==> src/rtl/rc5tx_pkg.sv <==
// Shared types and constants for the RC5 infrared frame transmitter.
// Depends on nothing; every other file of the block imports it.
package rc5tx_pkg;

    // Frame layout
    localparam int unsigned FRAME_BITS = 14;
    localparam int unsigned HALF_BITS  = 2 * FRAME_BITS;
    localparam int unsigned HALF_W     = $clog2(HALF_BITS);
    localparam int unsigned BIT_IDX_W  = $clog2(FRAME_BITS);
    localparam logic [HALF_W-1:0] HALF_LAST = HALF_W'(HALF_BITS - 1);
    localparam logic [BIT_IDX_W-1:0] BIT_TOP = BIT_IDX_W'(FRAME_BITS - 1);

    // Field and register widths
    localparam int unsigned ADDR_W  = 5;
    localparam int unsigned CMD_W   = 6;
    localparam int unsigned CARR_W  = 8;
    localparam int unsigned PULSE_W = 8;
    localparam int unsigned SPACE_W = 12;
    localparam int unsigned TICK_W  = 12;
    localparam int unsigned CFG_DATA_W = 12;

    // Register reset values
    localparam logic [CARR_W-1:0]  CARR_HIGH_RST = 8'd7;
    localparam logic [CARR_W-1:0]  CARR_LOW_RST  = 8'd21;
    localparam logic [PULSE_W-1:0] PULSES_RST    = 8'd32;
    localparam logic [SPACE_W-1:0] SPACE_RST     = 12'd889;

    // Item kinds
    localparam logic KIND_TICK = 1'b0;
    localparam logic KIND_SEND = 1'b1;

    // Configuration register indexes
    typedef enum logic [1:0] {
        CFG_CARRIER_HIGH = 2'd0,
        CFG_CARRIER_LOW  = 2'd1,
        CFG_PULSES       = 2'd2,
        CFG_SPACE        = 2'd3
    } cfg_idx_t;

    // Input word
    typedef struct packed {
        logic              kind;
        logic [ADDR_W-1:0] address;
        logic [CMD_W-1:0]  command;
    } in_t;

    // Result word
    typedef struct packed {
        logic led;
        logic busy_res;
        logic accepted;
        logic frame_done;
    } out_t;

    // Timing configuration seen by the engine
    typedef struct packed {
        logic [CARR_W-1:0]  carrier_high;
        logic [CARR_W-1:0]  carrier_low;
        logic [PULSE_W-1:0] pulses;
        logic [SPACE_W-1:0] space;
    } timing_t;

endpackage

==> src/rtl/rc5_ir_frame_transmitter_core.sv <==
// Top level of the RC5 infrared frame transmitter.
// Depends on rc5tx_pkg, rc5tx_cfg_regs, rc5tx_in_stage and rc5tx_engine.
//
// Usage:
//   Input channel (in_valid/in_stall/in_data): each word is either a tick,
//   which advances the LED waveform by one time step, or a send request
//   carrying a 5-bit address and 6-bit command. A send while a frame is in
//   progress is dropped and reported with accepted = 0.
//   Output channel (out_valid/out_stall/out_data): exactly one result word
//   per input word: LED level, busy flag, accepted flag, frame_done flag.
//   Config channel (cfg_valid/cfg_ready/cfg_index/cfg_data): carrier high
//   and low ticks, pulses per half-bit and space ticks; cfg_ready is always
//   high. Write only while no word is in flight.
//   Each word passes through the input register, then the result register,
//   before out_valid rises. Throughput: one word per cycle while out_stall is low.
//   A stall on the output holds the result register; the input register
//   then fills and in_stall rises in the same cycle, so nothing is lost.
//   Reset: timing registers return to 7/21/32/889, the transmitter is idle
//   and the first frame after reset carries toggle bit one.
module rc5_ir_frame_transmitter_core
    import rc5tx_pkg::*;
(
    input  logic                  clk,
    input  logic                  rst_n,
    input  logic                  in_valid,
    output logic                  in_stall,
    input  in_t                   in_data,
    output logic                  out_valid,
    input  logic                  out_stall,
    output out_t                  out_data,
    input  logic                  cfg_valid,
    output logic                  cfg_ready,
    input  cfg_idx_t              cfg_index,
    input  logic [CFG_DATA_W-1:0] cfg_data
);

    timing_t timing;
    logic    item_valid;
    logic    item_take;
    in_t     item;

    // Timing registers
    rc5tx_cfg_regs u_cfg (
        .clk       (clk),
        .rst_n     (rst_n),
        .cfg_valid (cfg_valid),
        .cfg_ready (cfg_ready),
        .cfg_index (cfg_index),
        .cfg_data  (cfg_data),
        .timing    (timing)
    );

    // Input register
    rc5tx_in_stage u_in (
        .clk        (clk),
        .rst_n      (rst_n),
        .in_valid   (in_valid),
        .in_stall   (in_stall),
        .in_data    (in_data),
        .item_take  (item_take),
        .item_valid (item_valid),
        .item       (item)
    );

    // Sequencer and result register
    rc5tx_engine u_engine (
        .clk        (clk),
        .rst_n      (rst_n),
        .timing     (timing),
        .item_valid (item_valid),
        .item       (item),
        .item_take  (item_take),
        .out_valid  (out_valid),
        .out_stall  (out_stall),
        .out_data   (out_data)
    );

endmodule

==> src/rtl/rc5tx_cfg_regs.sv <==
// Timing configuration registers of the RC5 transmitter.
// Depends on rc5tx_pkg.
module rc5tx_cfg_regs
    import rc5tx_pkg::*;
(
    input  logic                  clk,
    input  logic                  rst_n,
    input  logic                  cfg_valid,
    output logic                  cfg_ready,
    input  cfg_idx_t              cfg_index,
    input  logic [CFG_DATA_W-1:0] cfg_data,
    output timing_t               timing
);

    timing_t timing_reg;

    // Writes are always taken
    assign cfg_ready = 1'b1;

    // Register file, truncated to each register's width
    always_ff @(posedge clk or negedge rst_n)
    begin
        if (!rst_n)
        begin
            timing_reg.carrier_high <= CARR_HIGH_RST;
            timing_reg.carrier_low  <= CARR_LOW_RST;
            timing_reg.pulses       <= PULSES_RST;
            timing_reg.space        <= SPACE_RST;
        end
        else if (cfg_valid)
        begin
            case (cfg_index)
                CFG_CARRIER_HIGH: timing_reg.carrier_high <= cfg_data[CARR_W-1:0];
                CFG_CARRIER_LOW:  timing_reg.carrier_low  <= cfg_data[CARR_W-1:0];
                CFG_PULSES:       timing_reg.pulses       <= cfg_data[PULSE_W-1:0];
                CFG_SPACE:        timing_reg.space        <= cfg_data[SPACE_W-1:0];
                default:          ;
            endcase
        end
    end

    assign timing = timing_reg;

endmodule

==> src/rtl/rc5tx_in_stage.sv <==
// Input register of the RC5 transmitter: holds one word until the engine takes it.
// Depends on rc5tx_pkg.
module rc5tx_in_stage
    import rc5tx_pkg::*;
(
    input  logic clk,
    input  logic rst_n,
    input  logic in_valid,
    output logic in_stall,
    input  in_t  in_data,
    input  logic item_take,
    output logic item_valid,
    output in_t  item
);

    logic in_valid_reg;
    in_t  in_data_reg;

    // Stall only while a held word is not being taken
    assign in_stall = in_valid_reg && !item_take;

    always_ff @(posedge clk or negedge rst_n)
    begin
        if (!rst_n)
        begin
            in_valid_reg <= 1'b0;
        end
        else if (!in_stall)
        begin
            in_valid_reg <= in_valid;
        end
    end

    // Payload, no reset
    always_ff @(posedge clk)
    begin
        if (!in_stall && in_valid)
        begin
            in_data_reg <= in_data;
        end
    end

    assign item_valid = in_valid_reg;
    assign item       = in_data_reg;

endmodule

==> src/rtl/rc5tx_engine.sv <==
// Frame state and Manchester / carrier sequencer of the RC5 transmitter,
// with the result register. Depends on rc5tx_pkg.
module rc5tx_engine
    import rc5tx_pkg::*;
(
    input  logic    clk,
    input  logic    rst_n,
    input  timing_t timing,
    input  logic    item_valid,
    input  in_t     item,
    output logic    item_take,
    output logic    out_valid,
    input  logic    out_stall,
    output out_t    out_data
);

    logic [FRAME_BITS-1:0] frame_reg, frame_next;
    logic [HALF_W-1:0]     half_reg, half_next;
    logic [PULSE_W-1:0]    pulse_reg, pulse_next;
    logic [TICK_W-1:0]     tick_reg, tick_next;
    logic                  phase_reg, phase_next;
    logic                  toggle_reg, toggle_next;
    logic                  sending_reg, sending_next;
    logic                  out_valid_reg;
    out_t                  out_data_reg, out_data_next;

    logic                  cur_mark;
    logic [TICK_W-1:0]     tick_inc;
    logic [CARR_W-1:0]     carrier_limit;
    logic [PULSE_W-1:0]    pulse_inc;
    logic                  half_over;
    logic                  done;
    logic                  accepted;

    // Mark half-bit test: odd half of a one, even half of a zero
    function automatic logic half_is_mark(input logic [HALF_W-1:0] h,
                                          input logic [FRAME_BITS-1:0] f);
        logic [BIT_IDX_W-1:0] bit_idx;
        bit_idx = BIT_TOP - h[HALF_W-1:1];
        if (h > HALF_LAST)
            return 1'b0;
        return h[0] == f[bit_idx];
    endfunction

    // Result register advances when empty or being drained
    assign item_take = item_valid && (!out_valid_reg || !out_stall);

    // Next state and result for the held word
    always_comb
    begin
        frame_next   = frame_reg;
        half_next    = half_reg;
        pulse_next   = pulse_reg;
        tick_next    = tick_reg;
        phase_next   = phase_reg;
        toggle_next  = toggle_reg;
        sending_next = sending_reg;
        accepted     = 1'b0;
        done         = 1'b0;
        half_over    = 1'b0;
        cur_mark     = half_is_mark(half_reg, frame_reg);
        tick_inc     = tick_reg + TICK_W'(1);
        carrier_limit = phase_reg ? timing.carrier_high : timing.carrier_low;
        pulse_inc    = pulse_reg + PULSE_W'(1);

        if (item.kind == KIND_SEND)
        begin
            // New frame; first half-bit is always a space (start bit is one)
            if (!sending_reg)
            begin
                frame_next   = {2'b11, ~toggle_reg, item.address, item.command};
                toggle_next  = ~toggle_reg;
                sending_next = 1'b1;
                half_next    = '0;
                pulse_next   = '0;
                tick_next    = '0;
                phase_next   = 1'b0;
                accepted     = 1'b1;
            end
        end
        else if (sending_reg)
        begin
            tick_next = tick_inc;
            if (cur_mark)
            begin
                // Carrier pulse timing
                if (tick_inc >= {{(TICK_W-CARR_W){1'b0}}, carrier_limit})
                begin
                    tick_next = '0;
                    if (phase_reg)
                    begin
                        phase_next = 1'b0;
                    end
                    else
                    begin
                        pulse_next = pulse_inc;
                        if (pulse_inc >= timing.pulses)
                            half_over = 1'b1;
                        else
                            phase_next = 1'b1;
                    end
                end
            end
            else if (tick_inc >= timing.space)
            begin
                half_over = 1'b1;
            end

            // Move to the next half-bit or finish the frame
            if (half_over)
            begin
                pulse_next = '0;
                tick_next  = '0;
                if (half_reg == HALF_LAST)
                begin
                    sending_next = 1'b0;
                    half_next    = '0;
                    phase_next   = 1'b0;
                    done         = 1'b1;
                end
                else
                begin
                    half_next  = half_reg + HALF_W'(1);
                    phase_next = half_is_mark(half_reg + HALF_W'(1), frame_reg);
                end
            end
        end

        out_data_next.led        = sending_next && phase_next &&
                                   half_is_mark(half_next, frame_next);
        out_data_next.busy_res   = sending_next;
        out_data_next.accepted   = accepted;
        out_data_next.frame_done = done;
    end

    // State and result valid
    always_ff @(posedge clk or negedge rst_n)
    begin
        if (!rst_n)
        begin
            frame_reg     <= '0;
            half_reg      <= '0;
            pulse_reg     <= '0;
            tick_reg      <= '0;
            phase_reg     <= 1'b0;
            toggle_reg    <= 1'b0;
            sending_reg   <= 1'b0;
            out_valid_reg <= 1'b0;
        end
        else
        begin
            if (item_take)
            begin
                frame_reg   <= frame_next;
                half_reg    <= half_next;
                pulse_reg   <= pulse_next;
                tick_reg    <= tick_next;
                phase_reg   <= phase_next;
                toggle_reg  <= toggle_next;
                sending_reg <= sending_next;
            end
            if (!out_valid_reg || !out_stall)
            begin
                out_valid_reg <= item_valid;
            end
        end
    end

    // Result payload, no reset
    always_ff @(posedge clk)
    begin
        if (item_take)
        begin
            out_data_reg <= out_data_next;
        end
    end

    assign out_valid = out_valid_reg;
    assign out_data  = out_data_reg;

`ifndef SYNTHESIS
    a_done_ends_busy: assert property (@(posedge clk) disable iff (!rst_n)
        out_valid_reg && out_data_reg.frame_done |-> !out_data_reg.busy_res)
        else $error("frame_done reported while still busy");

    a_accept_sets_busy: assert property (@(posedge clk) disable iff (!rst_n)
        out_valid_reg && out_data_reg.accepted |-> out_data_reg.busy_res)
        else $error("accepted frame not reported busy");

    a_half_in_range: assert property (@(posedge clk) disable iff (!rst_n)
        half_reg <= HALF_LAST)
        else $error("half-bit index out of range");

    a_idle_cleared: assert property (@(posedge clk) disable iff (!rst_n)
        !sending_reg |-> (half_reg == '0 && tick_reg == '0 && !phase_reg))
        else $error("sequencer state not cleared while idle");
`endif

endmodule

==> config.mk <==
export PLATFORM = sky130hd
export DESIGN_NAME = rc5_ir_frame_transmitter_core
export DESIGN_NICKNAME = d
export VERILOG_FILES = /design/src/rtl/rc5tx_pkg.sv /design/src/rtl/rc5_ir_frame_transmitter_core.sv /design/src/rtl/rc5tx_cfg_regs.sv /design/src/rtl/rc5tx_in_stage.sv /design/src/rtl/rc5tx_engine.sv
export SDC_FILE = /design/constraint.sdc
export NUM_CORES = 1
export LEC_CHECK = 0
export BUFFER_PORTS_ARGS = -buffer_cell sky130_fd_sc_hd__buf_4
export CAP_MARGIN = 20
export CORE_AREA = 10 10 177 129
export DETAILED_ROUTE_END_ITERATION = 8
export DIE_AREA = 0 0 187 139
export GPL_TIMING_DRIVEN = 1
export MAX_ROUTING_LAYER = met4
export PLACE_DENSITY = 0.51
export SYNTH_ARGS = -nofsm -noshare
export SYNTH_HDL_FRONTEND = slang
export SYNTH_SLANG_ARGS = --single-unit
==> constraint.sdc <==
create_clock -name clk -period 11 [get_ports clk]
set_input_delay 2.2 -clock clk [delete_from_list [all_inputs] [get_ports clk]]
set_output_delay 2.2 -clock clk [all_outputs]
set_load 0.01 [all_outputs]
==> flow_summary.json, run 1 <==
{
  "start_util": 0.294,
  "fin_skew_ns": 0.00895,
  "p_sw_frac": 0.349,
  "final_area_um2": 6570,
  "syn_nets": 590,
  "grt.overflow.total": 0,
  "post_cts_buffers": 0,
  "grt_pass1_vias": 4160,
  "dp_hpwl_um": 10100,
  "period_share": 0.437,
  "cts_tree": "yes",
  "grt_pass1_wl_um": 22500,
  "crit_arrival_ns": 4.92,
  "gp_congestion": 0.876,
  "hold_violations": 0,
  "final_common_cell": "dfrtp_1",
  "antenna_cells": 0,
  "synth.top_cell.area_share": 0.288,
  "nFillCells": 2004,
  "cts_made_buffers": 9,
  "r2r_cells": 15,
  "vias_per_cell": 4.83,
  "cp-startpoint": "u_engine.tick_reg[0]$_DFFE_PN0P_",
  "largest_reg_flops": 36,
  "max_freq_mhz": 208,
  "cts.repair.resized": 0,
  "critPathMaxFanout": 9,
  "drv_cap": 0,
  "nets": 621,
  "p_per_area_nw_per_um2": 184,
  "clk_pin_slew_worst_paths_ns": 0.08,
  "p_clk_frac": 0.264,
  "htree_num_levels": 3,
  "critPathRequiredTime_ns": 11.11,
  "multi_input_area_um2": 3010,
  "wl_per_cell_um": 16.3,
  "rsz0062_at_grt": "false",
  "die_w_um": 187,
  "yosys-top-cells-area": "dfrtp_1, mux2_2, ha_1",
  "fin_tns_setup_ns": 0,
  "drive_gt1_frac": 0.252,
  "slew_viol_final": 0,
  "pwr-share-comb": 0.322,
  "reg2reg_to": "u_engine.out_data[3]$_DFFE_PP_",
  "ys_types": 77,
  "ir_worst_vdd_mv": 0.0853,
  "hold_class": "flip-flop to flip-flop",
  "placed_cell_area_um2": 6240,
  "cts-root-buf": "clkbuf_16",
  "setup_violations": 0,
  "p_int_uw": 785,
  "vias": 3983,
  "cts_hold_buf": 0,
  "antenna_found_initial": 0,
  "totalWireLength_um": 13400,
  "clk-insertion-delay-late_ns": 0.36,
  "power.share.sequential": 0.414,
  "cellLeakagePower_uw": 0.00297,
  "io_pins": 38,
  "drt_pass1_iterations": 4,
  "syn_avg_cell_area_um2": 11.0,
  "grt_max_degree": 81,
  "synth_ff_type": "dfrtp_1",
  "yosys_warnings": 0,
  "outcome": "finished, final reports clean",
  "drcViolationCount": 0,
  "min_to": "u_engine.frame_reg[8]$_DFFE_PN0P_",
  "clockBufferDepth": 2,
  "postSynthCellCount": 519,
  "tightestPinTransition_ns": 0.968,
  "critPathKind": "flip-flop to flip-flop",
  "switchingPower_uw": 421,
  "setup.worst_path.start_class": "flip-flop",
  "ant_nets": 0,
  "regArea_um2": 2500,
  "critPathCaptureType": "flip-flop",
  "reg2reg_from": "u_engine.tick_reg[0]$_DFFE_PN0P_",
  "synth_edf_count": 16,
  "max-slew-margin-rel": 0.351,
  "min_from": "u_in.item[8]$_DFFE_PP_",
  "layout.cells.most_common_list": "dfrtp_1, nand2_1, mux2_2",
  "synth_area_um2": 5730,
  "die-area_um2": 26000,
  "clkSinkCount": 96,
  "synthArstFlopShare": 0.833,
  "io_buffers": 36,
  "rrSetupSlack_ns": 6.20,
  "grt.total_usage": 0.109,
  "min_delay_path_depth": 1,
  "finalCriticalPeriod_ns": 4.80,
  "synth_seq_cells": 96,
  "synth_area_leader_cell": "dfrtp_1",
  "synth_seq_area_share": 0.437,
  "core_area_um2": 19500,
  "area_growth_pct": 14.7,
  "num_rows": 43,
  "die_y_um": 139,
  "drtIter0Drc": 172
}
-- kinds of logic after synthesis --
| kind of cell | synth area share |
|---|---|
| muxes | 0.152 |
| AOI/OAI and AO/OA | 0.113 |
| buffers and inverters | 0.0387 |
| adders and majority gates | 0.0874 |
| xor gates and xnor gates | 0.0380 |
| DFF | 0.437 |
| other | 0.000655 |
| and+or+nand+nor | 0.133 |
-- metrics by stage --
| stage | utilization | cells | hold slack, ns | power (uW) | setup WS [ns] |
|---|---|---|---|---|---|
| after detailed placement | 0.321 | 808 | 0.465 | 893 | 6.19 |
| after global placement | 0.321 | 808 | 0.461 | 884 | 6.20 |
| after CTS | 0.336 | 824 | 0.482 | 1220 | 6.19 |
| after global routing | 0.337 | 825 | 0.503 | 1290 | 5.95 |
| final | 0.337 | 825 | 0.481 | 1210 | 6.20 |
| after floorplan | - | 519 | 0.455 | 780 | 6.41 |
-- synthesized netlist by cell type (4+ instances only) --
cell type and number:
mux2i_1 11, a21o_1 4, edfxtp_1 16, o21ai_0 27
clkbuf_1 8, xor2_1 11, mux2_2 49, nand2_1 51
nor2_1 29, dfstp_2 14, a22o_1 10, xnor2_1 12
mux4_2 5, dfrtp_1 66, a21oi_1 8, and2_1 4
and3_1 4, a31oi_1 5, nor3_1 9, nand3_1 12
ha_1 40, inv_1 29, nand2b_1 12
-- area by class of cell --
type | count | share of cell area
multi-input combinational | 372 | 0.457
sequential | 96 | 0.380
tap | 270 | 0.0514
timing repair buffer | 38 | 0.0465
clock buffer | 9 | 0.0343
inverter | 33 | 0.0189
clock inverter | 7 | 0.0110
-- worst max-delay path, stage by stage, from the launching register on --
cell and delay, ns:
dfrtp_1 0.47, nand3_2 0.23, nor2_1 0.17, xor2_1 0.33, ha_1 0.31, a21o_1 0.17
a21o_1 0.17, a221oi_1 0.32, and4_1 0.37, o21bai_4 0.14, and3_2 0.21, a211oi_1 0.73
nor4bb_1 0.39, a22o_1 0.18, a311oi_1 0.05, mux2_1 0.32
-- layer usage --
| metal | wire length [um] | part of all wire | track usage |
|---|---|---|---|
| met5 | 0 | 0 | - |
| met1 | 7060 | 0.53 | 0.152 |
| met3 | 264 | 0.020 | 0.0186 |
| met4 | 184 | 0.014 | 0.0343 |
| met2 | 5920 | 0.44 | 0.157 |
-- worst max-delay path by stage --
| stage | end | slack (ns) |
|---|---|---|
| floorplan | in_stall | 6.41 |
| global placement | in_stall | 6.20 |
| detailed placement | in_stall | 6.19 |
| CTS | in_stall | 6.19 |
| global route | u_engine.out_data[3]$_DFFE_PP_ | 5.95 |
| finish | u_engine.out_data[3]$_DFFE_PP_ | 6.20 |
-- power groups by stage --
stage               registers [uW]  clock network, uW  logic [uW]
finish                         499                319         389
global placement               503                  0         381
CTS                            499                329         391
global route                   509                344         439
detailed placement             506                  0         387
floorplan                      473                  0         307
(Power assumes the default switching activity.)
==> run 2: changes to the inputs <==
Settings changed: PLACE_DENSITY 0.51 to 0.52.
Clock period 11 ns to 3.9 ns, I/O delays scaled along.
==> flow_summary.json, run 2 (synthesis results as in run 1) <==
{
  "slew_viol_final": 0,
  "rrSetupSlack_ns": -0.18,
  "nets": 717,
  "drtIter0Drc": 256,
  "max-slew-margin-rel": 0.531,
  "drcViolationCount": 0,
  "core_area_um2": 19500,
  "grt_max_degree": 81,
  "critPathKind": "flip-flop to flip-flop",
  "start_util": 0.294,
  "r2r_cells": 16,
  "critPathMaxFanout": 6,
  "setup.worst_path.start_class": "flip-flop",
  "pwr-share-comb": 0.405,
  "nFillCells": 1909,
  "switchingPower_uw": 1300,
  "vias_per_cell": 4.80,
  "wl_per_cell_um": 16.3,
  "num_rows": 43,
  "period_share": 1.05,
  "rsz0062_at_grt": "true",
  "htree_num_levels": 3,
  "critPathRequiredTime_ns": 4.00,
  "final_common_cell": "buf_4",
  "cpMaxStageDelayCell": "or4b_1",
  "drive_gt1_frac": 0.413,
  "ir_worst_vdd_mv": 0.256,
  "grt.overflow.total": 0,
  "grt.total_usage": 0.120,
  "cellLeakagePower_uw": 0.00351,
  "hold_class": "input pin to async pin",
  "reg2reg_from": "u_engine.tick_reg[1]$_DFFE_PN0P_",
  "die-area_um2": 26000,
  "timing.hold.ws_ns": 0.331,
  "dp_hpwl_um": 11000,
  "setup_ws_ns": -0.183,
  "fin_tns_setup_ns": -0.183,
  "cts_tree": "yes",
  "io_buffers": 36,
  "reg2reg_to": "u_engine.out_data[3]$_DFFE_PP_",
  "max_freq_mhz": 245,
  "p_per_area_nw_per_um2": 502,
  "antenna_cells": 0,
  "drt_pass1_iterations": 6,
  "clk-insertion-delay-late_ns": 0.36,
  "die_w_um": 187,
  "layout.cells.most_common_list": "buf_4, dfrtp_1, nand2_1, mux2_2, ha_1",
  "cp-startpoint": "u_engine.tick_reg[1]$_DFFE_PN0P_",
  "clk_pin_slew_worst_paths_ns": 0.07,
  "clockBufferDepth": 2,
  "cts_made_buffers": 9,
  "grt_pass1_wl_um": 24800,
  "violations": "setup timing",
  "largest_reg_flops": 36,
  "power.share.sequential": 0.361,
  "hold_violations": 0,
  "antenna_found_initial": 0,
  "die_y_um": 139,
  "path_cells": "ha_4 -> nand3_1 -> xnor2_1 -> ha_1 -> nand4_1 -> nor2_1 -> a221oi_2 -> and4_4 -> o21bai_4 -> buf_6 -> a31oi_4 -> or3_4 -> o21ai_1 -> or4b_1 -> a311oi_2 -> mux2_1",
  "crit_arrival_ns": 4.19,
  "crit_buf_inv": 1,
  "ant_nets": 0,
  "fin_skew_ns": 0.00775,
  "pre_cts_ws_ns": -0.449,
  "grt_pass1_vias": 4598,
  "cpPeakStageDelay_ns": 0.54,
  "gp_congestion": 0.936,
  "crit_family": "simple AND/OR/NAND/NOR gates",
  "critPathCaptureType": "flip-flop",
  "p_int_uw": 2480,
  "vias": 4425,
  "totalWireLength_um": 15000,
  "outcome": "finished with violations",
  "p_sw_frac": 0.343,
  "finalCriticalPeriod_ns": 4.08,
  "clkSinkCount": 96,
  "io_pins": 38,
  "area_growth_pct": 31.4,
  "setup_violations": 1,
  "cts-root-buf": "clkbuf_16",
  "tightestPinTransition_ns": 0.702,
  "drv_cap": 0,
  "p_clk_frac": 0.234
}
run 2: cell types whose count changed in the layout (fill, tap and decap cells not counted), sizes merged:
cell / change
clkbuf: +1
clkinvlp: -1
buf: +96
run 2: power groups by stage:
stage / Clock [uW] / Combinational [uW] / Sequential (uW)
floorplan: 0 / 873 / 1340
global placement: 0 / 1410 / 1370
detailed placement: 0 / 1420 / 1380
CTS: 916 / 1510 / 1360
global route: 952 / 1680 / 1390
finish: 883 / 1530 / 1360
run 2: repair_timing:
item / CTS / global route
hold buffers: 0 / 0
gates resized for setup: 23 / 23
setup buffers: 13 / 0
cloned: 0 / 0
setup endpoints to repair: 12 / 12
pin swaps: 24 / 13
run 2: layer usage:
metal	share of wire	GRT usage
met2	0.41	0.167
met1	0.53	0.171
met5	0	-
met4	0.010	0.0292
met3	0.041	0.0279
run 2: area by class of cell:
cell class | count | area, um^2 | area share
Clock inverter | 6 | 57.6 | 0.00765
Inverter | 33 | 126 | 0.0168
Clock buffer | 10 | 229 | 0.0304
Timing Repair Buffer | 134 | 1050 | 0.140
Multi-Input combinational cell | 372 | 3210 | 0.427
Tap cell | 270 | 338 | 0.0449
Sequential cell | 96 | 2500 | 0.333
run 2: worst max-delay path by stage:
stage | to | depth (start not counted)
after floorplan | u_engine.out_data[3]$_DFFE_PP_ | 15
after global placement | u_engine.out_data[3]$_DFFE_PP_ | 14
after CTS | u_engine.out_data[3]$_DFFE_PP_ | 16
after detailed placement | u_engine.out_data[3]$_DFFE_PP_ | 15
final | u_engine.out_data[3]$_DFFE_PP_ | 16
after global routing | u_engine.out_data[3]$_DFFE_PP_ | 16
run 2: through the flow:
| step | cell area, um^2 | utilization | instances | total power (uW) |
|---|---|---|---|---|
| 2_1_floorplan | 5750 | - | 519 | 2210 |
| 3_3_place_gp | 6900 | 0.354 | 891 | 2780 |
| 3_5_place_dp | 6900 | 0.354 | 891 | 2800 |
| 6_report | 7520 | 0.386 | 921 | 3780 |
| 4_1_cts | 7390 | 0.379 | 920 | 3790 |
| 5_1_grt | 7520 | 0.386 | 921 | 4020 |
==> run 3: changes to the inputs <==
Clock period 3.9 ns to 3.4 ns, I/O delays scaled along.
==> flow_summary.json, run 3 (synthesis results as in run 1) <==
{
  "num_rows": 43,
  "period_share": 1.19,
  "wl_per_cell_um": 16.0,
  "cellLeakagePower_uw": 0.00363,
  "die-area_um2": 26000,
  "drtIter0Drc": 282,
  "clockBufferDepth": 2,
  "final_common_cell": "buf_4",
  "drv_cap": 0,
  "layout.cells.most_common_list": "buf_4, dfrtp_1, nand2_1, mux2_2, ha_1",
  "start_util": 0.294,
  "hold_class": "input pin to async pin",
  "hold_violations": 0,
  "grt_pass1_wl_um": 24700,
  "drcViolationCount": 0,
  "antenna_found_initial": 0,
  "largest_reg_flops": 36,
  "ir_worst_vdd_mv": 0.319,
  "fin_util": 0.399,
  "finalCriticalPeriod_ns": 4.06,
  "cts_made_buffers": 9,
  "io_buffers": 36,
  "slew_viol_final": 0,
  "outcome": "finished with violations",
  "crit_arrival_ns": 4.15,
  "fin_skew_ns": 0.0136,
  "clk-insertion-delay-late_ns": 0.35,
  "gp_congestion": 0.901,
  "drive_gt1_frac": 0.442,
  "grt.overflow.total": 0,
  "setup_ws_ns": -0.657,
  "dp_hpwl_um": 11100,
  "cts_hold_buf": 0,
  "ant_nets": 0,
  "max_freq_mhz": 247,
  "nets": 744,
  "p_per_area_nw_per_um2": 576,
  "vias_per_cell": 4.76,
  "tightestPinTransition_ns": 0.666,
  "clk_pin_slew_worst_paths_ns": 0.07,
  "setup_violations": 21,
  "power_uw": 4470,
  "cts-root-buf": "clkbuf_16",
  "antenna_cells": 0,
  "max-slew-margin-rel": 0.554,
  "grt_max_degree": 78,
  "drt_pass1_iterations": 5,
  "critPathRequiredTime_ns": 3.50,
  "violations": "setup timing",
  "grt_pass1_vias": 4723,
  "totalWireLength_um": 15200,
  "die_w_um": 187,
  "area_growth_pct": 35.6,
  "grt.total_usage": 0.119,
  "die_y_um": 139,
  "clkSinkCount": 96,
  "setup.worst_path.start_class": "flip-flop",
  "rsz0062_at_grt": "true",
  "critPathKind": "flip-flop to flip-flop",
  "htree_num_levels": 3,
  "cts_tree": "yes",
  "io_pins": 38,
  "critPathCaptureType": "flip-flop",
  "vias": 4513,
  "critPathMaxFanout": 5,
  "core_area_um2": 19500
}
run 3: cell count changes in the layout (fill, tap and decap cells not counted), moves of 3 or more:
cell / previous run / this run
o21ai_0: 26 / 22
buf_4: 128 / 152
ha_2: 0 / 3
ha_1: 39 / 36
buf_6: 4 / 7
o21ai_1: 3 / 6
run 3: worst max-delay path: stages (launching register included):
cell and delay, ns:
dfrtp_1 0.39, and3_4 0.21, nand3_4 0.09, nor2_2 0.13, xor2_1 0.21, ha_1 0.28
a21oi_1 0.13, o21ai_1 0.09, and2_1 0.17, a31oi_2 0.18, buf_4 0.15, o21bai_4 0.08
and3_4 0.21, a221o_1 0.36, or4b_1 0.53, a311oi_2 0.24, mux2_1 0.35
run 3: path summary, 6_finish.rpt:
| kind | from | endpoint | slack [ns] | cells after the start |
|---|---|---|---|---|
| max in group asynchronous | rst_n | u_cfg.timing[3]$_DFFE_PN1P_ | 2.48 | 2 |
| min | rst_n | u_cfg.timing[10]$_DFFE_PN0P_ | 0.26 | 1 |
| min in group clk | u_in.item[1]$_DFFE_PP_ | u_engine.frame_reg[1]$_DFFE_PN0P_ | 0.48 | 1 |
| min reg2reg | u_in.item[1]$_DFFE_PP_ | u_engine.frame_reg[1]$_DFFE_PN0P_ | 0.48 | 1 |
| max reg2reg | u_engine.pulse_reg[0]$_DFFE_PN0P_ | u_engine.out_data[3]$_DFFE_PP_ | -0.66 | 16 |
| max | u_engine.pulse_reg[0]$_DFFE_PN0P_ | u_engine.out_data[3]$_DFFE_PP_ | -0.66 | 16 |
run 3: what timing repair did:
| item | 4_1_cts | 5_1_grt |
|---|---|---|
| setup endpoints to repair | 22 | 27 |
| setup buffers | 9 | 7 |
| gates resized for setup | 34 | 24 |
| pin swaps | 19 | 22 |
| gates cloned | 1 | 0 |
run 3: report_power, final:
group | switching (uW) | internal (uW) | leakage [uW]
clock network | 495 | 512 | 0.000142
registers | 151 | 1400 | 0.00113
logic | 883 | 1040 | 0.00236
total | 1530 | 2940 | 0.00363
run 3: final cells by class:
cell class / instances / area [um^2]
clock buffer: 9 / 225
clock inverter: 7 / 66.3
fill: 1911 / 11700
inverter: 33 / 131
multi-input combinational: 372 / 3230
sequential: 96 / 2500
tap: 270 / 338
timing repair buffer: 161 / 1270
run 3: metrics by stage:
step                      TNS, ns  hold slack (ns)  cell area (um^2)  instances  setup WS, ns
after global routing        -7.24            0.281              7760        948        -0.830
after floorplan            -0.548            0.384              5760        519        -0.548
after global placement      -5.19            0.463              7080        915        -0.782
final                       -3.53            0.256              7760        948        -0.657
after CTS                   -3.24            0.486              7560        940        -0.705
after detailed placement    -7.53            0.465              7080        915        -0.917
run 3: per-layer routing:
layer | vias up | track usage | routed length [um]
met4 | 0 | 0.0309 | 193
met5 | - | - | 0
met1 | 2221 | 0.163 | 7720
li1 | 2171 | - | -
met2 | 103 | 0.171 | 6520
met3 | 18 | 0.0302 | 740
